**config.mk**
```make
export PLATFORM = sky130hd
export DESIGN_NAME = cavg_ctrl
export DESIGN_NICKNAME = d
export VERILOG_FILES = /design/src/rtl/cavg_pkg.sv /design/src/rtl/cavg_ctrl.sv
export SDC_FILE = /design/constraint.sdc
export NUM_CORES = 1
export LEC_CHECK = 0
export BUFFER_PORTS_ARGS = -buffer_cell sky130_fd_sc_hd__buf_2
export CAP_MARGIN = 20
export CORE_AREA = 2 2 39 41
export CTS_CLUSTER_SIZE = 40
export DETAILED_ROUTE_END_ITERATION = 16
export DIE_AREA = 0 0 41 43
export PLACE_DENSITY = 0.7
export SLEW_MARGIN = 20
export SYNTH_ARGS = -nofsm -noshare
export SYNTH_HDL_FRONTEND = slang
export SYNTH_SLANG_ARGS = --single-unit
```
**constraint.sdc**
```tcl
create_clock -name clk -period 2 [get_ports clk]
set_input_delay 0.2 -clock clk [delete_from_list [all_inputs] [get_ports clk]]
set_output_delay 0.2 -clock clk [all_outputs]
set_load 0.01 [all_outputs]
```
**src/rtl/cavg_pkg.sv**
```systemverilog
package cavg_pkg;

    localparam int COORD_W       = 32;
    localparam int ANG_W         = 35;
    localparam int TRIG_W        = 34;
    localparam int CNT_W         = 6;
    localparam int SEG_W         = 8;
    localparam int QUO_W         = 33;
    localparam int REM_W         = CNT_W + 1;
    localparam int DIV_IT_W      = 6;
    localparam int CORDIC_STEPS  = 28;
    localparam int ROT_IT_W      = 5;
    localparam int TRIG_FRAC     = 30;
    localparam int ANG_FRAC      = 28;
    localparam int PROD_W        = COORD_W + TRIG_W;
    localparam int DEF_MAX_POINTS = 61;

    localparam int PI_INT        = 843314857;
    localparam int HALF_PI_INT   = 421657428;
    localparam int TWO_PI_INT    = 1686629713;
    localparam int GAIN_INT      = 652032874;

    localparam logic signed [ANG_W-1:0]  PI_Q28      = ANG_W'(PI_INT);
    localparam logic signed [ANG_W-1:0]  HALF_PI_Q28 = ANG_W'(HALF_PI_INT);
    localparam logic signed [ANG_W-1:0]  TWO_PI_Q28  = ANG_W'(TWO_PI_INT);
    localparam logic [QUO_W-1:0]         TWO_PI_DIV  = QUO_W'(TWO_PI_INT);
    localparam logic signed [TRIG_W-1:0] GAIN_Q30    = TRIG_W'(GAIN_INT);

    localparam logic CMD_CIRCLE = 1'b0;
    localparam logic CMD_ARC    = 1'b1;

    localparam logic [1:0] SEL_RIM   = 2'd0;
    localparam logic [1:0] SEL_CTR   = 2'd1;
    localparam logic [1:0] SEL_FIRST = 2'd2;

    typedef struct packed {
        logic                      cmd;
        logic signed [COORD_W-1:0] center_x;
        logic signed [COORD_W-1:0] center_y;
        logic signed [COORD_W-1:0] radius;
        logic signed [COORD_W-1:0] start_angle;
        logic signed [COORD_W-1:0] end_angle;
        logic [SEG_W-1:0]          segment_count;
    } req_t;

    typedef struct packed {
        logic signed [COORD_W-1:0] vertex_x;
        logic signed [COORD_W-1:0] vertex_y;
        logic                      last_vertex;
    } vtx_t;

    typedef struct packed {
        logic       load;
        logic       div_init;
        logic       div_step;
        logic       setup;
        logic       reduce;
        logic       rot_step;
        logic       trig;
        logic       mulx;
        logic       muly;
        logic       place;
        logic       next_pt;
        logic [1:0] out_sel;
    } dp_cmd_t;

    typedef struct packed {
        logic circle;
        logic empty;
        logic div_last;
        logic step_zero;
        logic in_range;
        logic rot_last;
        logic last_rim;
    } dp_sts_t;

    function automatic logic signed [ANG_W-1:0] atan_e(input logic [ROT_IT_W-1:0] k);
        logic signed [ANG_W-1:0] r;
        case (k)
            5'd0:    r = ANG_W'(210828714);
            5'd1:    r = ANG_W'(124459457);
            5'd2:    r = ANG_W'(65760959);
            5'd3:    r = ANG_W'(33381290);
            5'd4:    r = ANG_W'(16755422);
            5'd5:    r = ANG_W'(8385879);
            5'd6:    r = ANG_W'(4193963);
            5'd7:    r = ANG_W'(2097109);
            5'd8:    r = ANG_W'(1048571);
            5'd9:    r = ANG_W'(524287);
            default: r = ANG_W'(1) << (ANG_FRAC - int'(k));
        endcase
        return r;
    endfunction

endpackage

```
**src/rtl/cavg_ctrl.sv**
```systemverilog
module cavg_ctrl (
    input  logic                clk,
    input  logic                rst_n,
    input  logic                req_valid,
    output logic                req_stall,
    output logic                vtx_valid,
    input  logic                vtx_stall,
    output logic                last_vertex,
    input  cavg_pkg::dp_sts_t   sts,
    output cavg_pkg::dp_cmd_t   cmd
);
    import cavg_pkg::*;

    localparam logic [3:0] S_IDLE  = 4'd0;
    localparam logic [3:0] S_CHECK = 4'd1;
    localparam logic [3:0] S_DIV   = 4'd2;
    localparam logic [3:0] S_SETUP = 4'd3;
    localparam logic [3:0] S_CTR0  = 4'd4;
    localparam logic [3:0] S_RED   = 4'd5;
    localparam logic [3:0] S_ROT   = 4'd6;
    localparam logic [3:0] S_TRIG  = 4'd7;
    localparam logic [3:0] S_MULX  = 4'd8;
    localparam logic [3:0] S_MULY  = 4'd9;
    localparam logic [3:0] S_PLACE = 4'd10;
    localparam logic [3:0] S_RIM   = 4'd11;
    localparam logic [3:0] S_LAST  = 4'd12;

    logic [3:0] state_reg, state_next;
    logic       last_first_reg, last_first_next;
    logic       take;

    assign take = !vtx_stall;

    always_comb
    begin
        state_next      = state_reg;
        last_first_next = last_first_reg;
        cmd             = '0;
        cmd.out_sel     = SEL_RIM;
        req_stall       = 1'b1;
        vtx_valid       = 1'b0;
        last_vertex     = 1'b0;
        case (state_reg)
            S_IDLE:
            begin
                req_stall = 1'b0;
                if (req_valid)
                begin
                    cmd.load   = 1'b1;
                    state_next = S_CHECK;
                end
            end
            S_CHECK:
            begin
                if (sts.empty)
                    state_next = S_IDLE;
                else
                begin
                    cmd.div_init = 1'b1;
                    state_next   = S_DIV;
                end
            end
            S_DIV:
            begin
                cmd.div_step = 1'b1;
                if (sts.div_last)
                    state_next = S_SETUP;
            end
            S_SETUP:
            begin
                if (sts.step_zero)
                    state_next = S_IDLE;
                else
                begin
                    cmd.setup       = 1'b1;
                    last_first_next = sts.circle;
                    state_next      = sts.circle ? S_RED : S_CTR0;
                end
            end
            S_CTR0:
            begin
                vtx_valid   = 1'b1;
                cmd.out_sel = SEL_CTR;
                if (take)
                    state_next = S_RED;
            end
            S_RED:
            begin
                cmd.reduce = 1'b1;
                if (sts.in_range)
                    state_next = S_ROT;
            end
            S_ROT:
            begin
                cmd.rot_step = 1'b1;
                if (sts.rot_last)
                    state_next = S_TRIG;
            end
            S_TRIG:
            begin
                cmd.trig   = 1'b1;
                state_next = S_MULX;
            end
            S_MULX:
            begin
                cmd.mulx   = 1'b1;
                state_next = S_MULY;
            end
            S_MULY:
            begin
                cmd.muly   = 1'b1;
                state_next = S_PLACE;
            end
            S_PLACE:
            begin
                cmd.place  = 1'b1;
                state_next = S_RIM;
            end
            S_RIM:
            begin
                vtx_valid = 1'b1;
                if (take)
                begin
                    cmd.next_pt = 1'b1;
                    state_next  = sts.last_rim ? S_LAST : S_RED;
                end
            end
            S_LAST:
            begin
                vtx_valid   = 1'b1;
                last_vertex = 1'b1;
                cmd.out_sel = last_first_reg ? SEL_FIRST : SEL_CTR;
                if (take)
                    state_next = S_IDLE;
            end
            default:
            begin
                state_next = S_IDLE;
            end
        endcase
    end

    always_ff @(posedge clk or negedge rst_n)
    begin
        if (!rst_n)
        begin
            state_reg      <= S_IDLE;
            last_first_reg <= 1'b0;
        end
        else
        begin
            state_reg      <= state_next;
            last_first_reg <= last_first_next;
        end
    end

endmodule
```
Word-level counts from Yosys, hierarchy flattened --
Cells that the tools add are included.
Word-level totals: bits in registers 5, output and inout bits 16, logic and storage cells 58
Operators by class: equality and inequality tests 19, muxes and demuxes 32, bitwise operators 1, reduce and logical (&&, ||, !) cells 4
Operators with widths (number):
- $pmux 4 s13 | 1
- $mux 4 | 8
- $eq 4x4->1 const B | 5
- $mux 1 | 19
- $eq 4x3->1 const B | 4
- $ne 2x2->1 const B | 7
- $eq 4x2->1 const B | 2
- $reduce_and 7->1 | 1
- $eq 4x1->1 const B | 1
- $logic_not 4->1 | 1
- $mux 2 | 2
- $pmux 2 s2 | 1
- $mux 3 | 1
- $reduce_or 3->1 | 1
- $reduce_and 2->1 | 1
- $not 1->1 | 1

Longest topological paths before layout --
Gate-level depths: netlist (run 1).
word-level depth 3, gate-level depth with buffers 5, depth with buffers taken out 4

Worst setup path after synthesis (run 1) --
No wires, ideal clock.
kind register -> register, start register state_reg[2], end register last_first_reg, setup time 0.127 ns, data arrival time 1.273 ns, data required time 1.873 ns, setup slack 0.600 ns, stages on the path, launching flop included 4, buffers on the path 1, cell sequence dfrtp_1 buf_2 nor4_2 mux2_1
Between the ends: word-level cells in the longest chain between the ends 2
RTL lines:
- from (decl) | line cavg_ctrl.sv:28 | logic [3:0] state_reg, state_next;
- from (signal assigned) | line cavg_ctrl.sv:152 | state_reg <= state_next;
- $eq 4x2->1 | line cavg_ctrl.sv:43 | case (state_reg)
- $reduce_and 2->1 (no source line)
- to (signal assigned) | line cavg_ctrl.sv:153 | last_first_reg <= last_first_next;
- to (decl) | line cavg_ctrl.sv:29 | logic last_first_reg, last_first_next;
No other way between the ends. A chain may end at the register's enable or synchronous reset.

==> metrics.txt, run 1 <==
core region area=approximately 1400 µm²; area of the multi-input gates=359.1 µm²; Sinks on Clock Net=5; Max VDD drop=roughly 490 µV; Rows=14; I/O Buffers=26; Final Cycle Share=87.28%; cell taking the most area after synthesis=dfrtp_1; number of synthesized flops with an enable pin=0; max reg flops=4; most common cell in the netlist=nor2_1; global route total overflow=0; reg2reg path depth=3; final setup vio count=0; GRT Total Usage=roughly 18%; vias in the first global route=between 500 and 600; CP max stage delay=0.61 ns; Design Power=about 840 µW; hold buffers post-CTS=1; number of diodes=0; WL per Instance=roughly 12 µm; initial antenna violation count=0; worst-path cell chain=nand2_1 > nor4_2 > buf_2; first-pass GRT wire length=around 2.1 mm; layout cell share with drive strength beyond 1=38.95%; Clock H-tree levels=1; Syn Area/Cell=7.526 µm²; sequential cell area=~130 µm²; Required @ worst endpoint=around 1.8 ns; share of the synthesized area in the top cell type=~24%; Clock Tree Root=clkbuf_4; hold depth=2; Die X=roughly 40 µm; CTS resizes=0; Critical Path Source Type=flop; RR Startpoint=state_reg[0]; crit path time final=~1.7 ns; Worst-Margin Slew=around 0.5 ns; yosys warns=0; largest net degree at the start of global routing=18; Crit. End Element=primary output; Post CTS Setup Buffer Count=0; # DRC=0; fill cell count=between 150 and 200; final hold violations=0; sequential area share after synthesis=around 24%; slowest CP cell=dfrtp_1; min-delay src=sts[6]; Reg2Reg Setup Slack=0.41 ns; Arr. time, crit path=1.55 ns; drt first pass iters=4; total clock buffers created by CTS=3; initial core utilization=between 30 and 40%; DP Wirelength=between 1 and 1.5 mm; unrepaired setup endpoints after global routing=no; top cells by area, synth=dfrtp_1 24%, nor2_1 8.1%, a21oi_1 6.8%; Synth-to-Final Area Change=33.25%; Hold Path Sink=last_first_reg; IO Count=27; Reg clk slew, reported paths=0.04 ns; Max Slew Vio Count=0; register bit total from synthesis=5; WS Path Type=reg -> out; Power Density=between 1000 and 1500 nW/µm²; Synth Cell Area=between 500 and 600 µm²; total number of vias=between 500 and 600; hold slack=just under 0.2 ns; max_slew headroom=approximately two thirds; Syn Nets=79; Most used DFF post-synth=dfrtp_1; GPL Wtd Cong=0.9020; Antenna Nets Post-Route=0; status=complete, no violations; total routed wirelength=between 1 and 1.5 mm; DR iter-0 viols=7; DIE HEIGHT=43 µm; CTS tree=yes; worst path bufs/invs=1; Crit Path Max Fanout=17; cells after synthesis=slightly below 70; commonest cells in the synthesized netlist=11 x nor2_1, 7 x a21oi_1; ys async rst share=100.0%; max-cap violations=0; delay-heaviest family, CP=flip-flops; Setup Skew=0.001560 ns; Max Clock Freq=between 0.5 and 0.6 GHz; DR vias/cell=5.378; Leak=between 0.3 and 0.4 nW; Distinct cells, synth=29; setup TNS=0 ns; Hold Path Class=in -> reg; DIE AREA=~1800 µm²; reg2reg end=last_first_reg; Final #Nets=~110; clk_lat worst skew=about 0.24 ns; Max Root-Sink Buffers=2
[power breakdown]
group	leakage (nW)	switching, mW	total, mW	internal [mW]
Combinational	0.263	0.239	0.452	0.212
Sequential	0.0630	0.126	0.270	0.144
Clock	0.0150	0.0429	0.118	0.0755
Total	0.341	0.408	0.840	0.432
[how the worst max path moves through the flow]
stage | startpoint | to | slack (ns) | cells past startpoint
global route | state_reg[0] | cmd[9] | 0.11 | 3
global placement | state_reg[1] | last_first_reg | 0.43 | 3
floorplan | state_reg[2] | last_first_reg | 0.60 | 3
CTS | state_reg[1] | cmd[9] | 0.24 | 3
finish | state_reg[0] | cmd[9] | 0.25 | 3
detailed placement | state_reg[1] | last_first_reg | 0.42 | 3
[metrics by stage]
stage | cell area (µm²) | instances | util (%) | worst slack [ns]
5_1_grt | 681.9 | 111 | 49.28 | 0.1055
3_3_place_gp | 645.6 | 106 | 46.65 | 0.4305
6_report | 681.9 | 111 | 49.28 | 0.2543
3_5_place_dp | 645.6 | 106 | 46.65 | 0.4150
4_1_cts | 681.9 | 111 | 49.28 | 0.2401
2_1_floorplan | 511.7 | 68 | - | 0.5999
[cell type report]
cell class / count / area share (%)
inverters: 1 / 0.5505
clock buffers: 4 / 3.853
multi-input cells: 57 / 52.66
flip-flops and latches: 5 / 18.35
well taps: 16 / 2.936
repair buffers: 28 / 21.65
[placed cells by master (no fill, tap or decap), types with 2 or more instances in the layout]
cell type and n:
buf_2 26, nor2_1 11, a21oi_1 7, nand2_1 5, nand2b_1 5, o21ai_1 5, dfrtp_1 5, clkbuf_4 3
nor3_1 2, nor4_1 2, and3_1 2, o21ai_0 2
[worst register-to-register path, stage by stage, from the launching register on]
cell	delay, ns
dfrtp_1	0.61
nand2_1	0.26
nor4_2	0.24
mux2_1	0.35
[metal layers]
metal  track usage (%)  vias up  part of all wire, %
met5                 0        -                    0
met2             25.94       29                   44
met4             12.00        0                  2.8
met3             3.141        4                  7.8
li1                  -      304                    -
met1             22.88      260                   46
[logic make-up after synthesis]
| kind of cell | synth area share [%] |
|---|---|
| compound gates | 29.34 |
| flops | 24.45 |
| buf+inv | 5.378 |
| mux | 2.200 |
| simple gates | 38.63 |
No activity file was read; power rests on OpenSTA's default activity.
==> run 2: changes to the inputs <==
RECOVER_POWER = 50   (was not set)
==> metrics.txt, run 2 (synthesized netlist as in run 1, its figures left out) <==
Leak=~0.32 nW; total number of vias=roughly 590; Design Area, Final=approximately 670 µm²; final setup vio count=0; Crit Path Max Fanout=17; area of the multi-input gates=between 300 and 400 µm²; max_slew headroom=approximately two thirds; max-cap violations=0; Rows=14; Psw=between 400 and 500 µW; DIE AREA=about 1800 µm²; final hold violations=0; layout cell share with drive strength beyond 1=around a third; Max Clock Freq=between 0.5 and 0.6 GHz; Clock Tree Root=clkbuf_4; RR Startpoint=state_reg[1]; delay-heaviest family, CP=flip-flops; Hold Path Class=in -> reg; Max VDD drop=between 500 and 600 µV; fill cell count=152; Worst-Margin Slew=0.4887 ns; IO Count=27; GRT Total Usage=between 10% and 20%; Setup Skew=0.001281 ns; cell area after placement=around 650 µm²; number of diodes=0; vias in the first global route=between 500 and 600; unrepaired setup endpoints after global routing=no; WS Path Type=reg -> out; Max Root-Sink Buffers=2; Crit. End Element=primary output; initial core utilization=roughly 37%; Power Density=1236 nW/µm²; WL per Instance=about 12 µm; most common cell after layout, fill and taps aside=buf_2; Max Slew Vio Count=0; Synth-to-Final Area Change=31.05%; Final #Nets=around 110; core region area=between 1000 and 1500 µm²; Post-Layout Cell Count=~110; most frequent cells in the layout=20 x buf_2, 11 x nor2_1, 7 x a21oi_1, 7 x clkbuf_1; crit path time final=between 1.5 and 2 ns; max reg flops=4; Die X=between 40 and 50 µm; Critical Path Source Type=flop; I/O Buffers=26; Antenna Nets Post-Route=0; Final Cycle Share=about 88%; internal power=422.2 µW; setup TNS=0 ns; Arr. time, crit path=~1.6 ns; CTS tree=yes; Clk network pwr share=approximately 14%; Required @ worst endpoint=1.80 ns; post-layout util=48.46%; Post CTS Setup Buffer Count=0; DR iter-0 viols=10; # DRC=0; Setup WS pre-CTS=0.4150 ns; Design Power=between 800 and 900 µW; Clock H-tree levels=1; status=complete, no violations; sequential cell area=~130 µm²; DP Wirelength=1.030 mm; Placed Cells incl. Taps=approximately 110; GPL Wtd Cong=0.9020; Worst path depth=3; Sw Share=49.06%; total clock buffers created by CTS=3; worst path bufs/invs=1; Reg2Reg Setup Slack=between 0.2 and 0.3 ns; min-delay src=sts[6]; CP max stage delay=approximately 0.62 ns; DIE HEIGHT=roughly 43 µm; Sinks on Clock Net=5; Reg clk slew, reported paths=approximately 0.04 ns; largest net degree at the start of global routing=18; crit path from=state_reg[0]; final worst slack=roughly 0.24 ns; first-pass GRT wire length=between 2 and 2.5 mm; slowest CP cell=dfrtp_1; DR vias/cell=about 5.3; worst-path cell chain=nand2_1 > nor4_2 > buf_2; reg2reg path depth=4; global route total overflow=0; total routed wirelength=approximately 1.3 mm; hold depth=2; initial antenna violation count=0; share of total power in sequential cells=between 30 and 40%; hold slack=0.1943 ns; Logic pwr share=a little over half; clk_lat worst skew=0.24 ns; drt first pass iters=4
run 2: cell count changes in the layout (fill, tap and decap cells not counted), sizes merged:
cell / previous run / this run
buf: 27 / 21
clkbuf: 4 / 10
run 2: routing by layer:
| metal | vias to the layer above | GRT usage (%) | part of all wire [%] |
|---|---|---|---|
| li1 | 305 | - | - |
| met1 | 253 | 22.88 | 46 |
| met2 | 27 | 25.94 | 43 |
| met3 | 4 | 3.141 | 7.3 |
| met4 | 0 | 12.00 | 2.9 |
| met5 | - | 0 | 0 |
run 2: what timing repair did:
item,in CTS,in global routing
gates resized for setup,0,0
hold buffers,1,0
hold endpoints to repair,5,0
run 2: worst reg2reg max path: stages (launching register included):
cell       delay (ns)
dfrtp_1          0.53
or3b_4           0.47
a21boi_0         0.36
o21bai_2         0.20
o2bb2ai_1        0.12
run 2: final timing paths:
| check | to |
|---|---|
| hold / removal | last_first_reg |
| hold reg to reg | last_first_reg |
| setup / recovery | cmd[9] |
| min in group asynchronous | last_first_reg |
| max in group asynchronous | state_reg[0] |
| setup reg to reg | state_reg[0] |
run 2: power by group through the flow:
stage	logic, mW	registers, mW	clock network, mW
2_1_floorplan	0.400	0.188	0
3_3_place_gp	0.448	0.267	0
3_5_place_dp	0.453	0.270	0
4_1_cts	0.457	0.270	0.121
5_1_grt	0.495	0.285	0.125
6_report	0.440	0.270	0.118
run 2: layout make-up:
type | instances | share of cell area (%)
clock buffers | 4 | 3.918
inverters | 1 | 0.5597
multi-input cells | 57 | 52.99
flip-flops and latches | 5 | 18.66
well taps | 16 | 2.985
repair buffers | 28 | 20.90
==> run 3: changes to the inputs <==
CTS_BUF_LIST = sky130_fd_sc_hd__clkbuf_2   (was not set)
==> metrics.txt, run 3 (synthesized netlist as in run 1, its figures left out) <==
setup TNS=0 ns; Clock Tree Root=clkbuf_2; Hold Path Class=in -> reg; WL per Instance=12.10 µm; Rows=14; first-pass GRT wire length=between 2 and 2.5 mm; most common cell after layout, fill and taps aside=buf_2; # DRC=0; Reg clk slew, reported paths=~0.06 ns; hold buffers post-CTS=1; Synth-to-Final Area Change=29.83%; Post CTS Setup Buffer Count=0; status=complete, no violations; unrepaired setup endpoints after global routing=no; final setup vio count=0; GRT Total Usage=between 10% and 20%; max reg flops=4; GPL Wtd Cong=around 0.90; DIE HEIGHT=roughly 43 µm; Crit. End Element=flop; DR iter-0 viols=5; Leak=roughly 0.32 nW; CTS tree=yes; Max Slew Vio Count=0; total number of vias=596; crit path time final=roughly 1.8 ns; max_slew headroom=approximately two thirds; DIE AREA=1763 µm²; Setup WS pre-CTS=between 0.4 and 0.5 ns; Design Power=around 810 µW; vias in the first global route=slightly above 500; Clock H-tree levels=1; final hold violations=0; Final #Nets=approximately 110; Final Cycle Share=87.69%; DR vias/cell=between 5 and 6; final worst slack=0.2461 ns; Power Density=around 1200 nW/µm²; initial antenna violation count=0; IO Count=27; Sinks on Clock Net=5; total routed wirelength=around 1.3 mm; Crit Path Max Fanout=17; number of diodes=0; Die X=~41 µm; largest net degree at the start of global routing=18; Arr. time, crit path=1.90 ns; global route total overflow=0; total clock buffers created by CTS=3; max-cap violations=0; clk_lat worst skew=0.22 ns; most frequent cells in the layout=20 x buf_2, 11 x nor2_1, 7 x a21oi_1, 6 x clkbuf_1; WS Path Type=reg -> reg; Antenna Nets Post-Route=0; layout cell share with drive strength beyond 1=about 33%; Worst-Margin Slew=between 0.4 and 0.5 ns; Max Root-Sink Buffers=2; Setup Skew=0.001279 ns; Max VDD drop=about 520 µV; fill cell count=roughly 160; CTS resizes=0; DP Wirelength=~1.0 mm; Critical Path Source Type=flop; drt first pass iters=4; Required @ worst endpoint=between 2 and 2.5 ns; Max Clock Freq=approximately 0.57 GHz; core region area=between 1000 and 1500 µm²; post-layout util=48.01%; I/O Buffers=26; initial core utilization=around 37%
## run 3: critical path, stage by stage (launching register included)
cell	delay, ns
dfrtp_1	0.53
or3b_4	0.47
a21boi_0	0.36
o21bai_2	0.20
o2bb2ai_1	0.12
## run 3: layout make-up
class	count	area [µm²]	share of cell area [%]
Clock buffer	4	20.02	3.013
Multi-Input combinational cell	57	355.3	53.48
Inverter	1	3.754	0.5650
Tap cell	16	20.02	3.013
Sequential cell	5	125.1	18.83
Timing Repair Buffer	28	140.1	21.09
## run 3: worst paths after layout
check	cells after the start	endpoint	slack [ns]	startpoint
min in group asynchronous	2	state_reg[3]	0.35	rst_n
max in group asynchronous	2	last_first_reg	1.44	rst_n
worst min-delay path	2	last_first_reg	0.22	sts[6]
worst max register to register	4	state_reg[0]	0.25	state_reg[1]
worst max-delay path	4	state_reg[0]	0.25	state_reg[1]
worst min register to register	1	last_first_reg	0.53	last_first_reg
## run 3: per-stage QoR
step                      instance area [µm²]  hold slack, ns  instances
final                                   664.4          0.2172        111
after detailed placement                645.6         0.01679        106
after CTS                               675.6          0.2173        111
after global placement                  645.6         0.01669        106
after global routing                    664.4          0.2241        111
after floorplan                         511.7        -0.09559         68
## run 3: report_power, final
group / internal (mW) / switching [mW] / total [mW] / leakage [nW]
Combinational: 0.203 / 0.238 / 0.441 / 0.241
Sequential: 0.143 / 0.127 / 0.271 / 0.0630
Clock: 0.0529 / 0.0430 / 0.0959 / 0.0166
Total: 0.399 / 0.408 / 0.807 / 0.321
## run 3: layer usage
metal	track usage (%)	share of wire, %	wire (µm)
met5	0	0	0
met4	10.00	2.5	34
met3	3.141	7.4	99
met2	25.94	43	584
met1	22.88	47	625
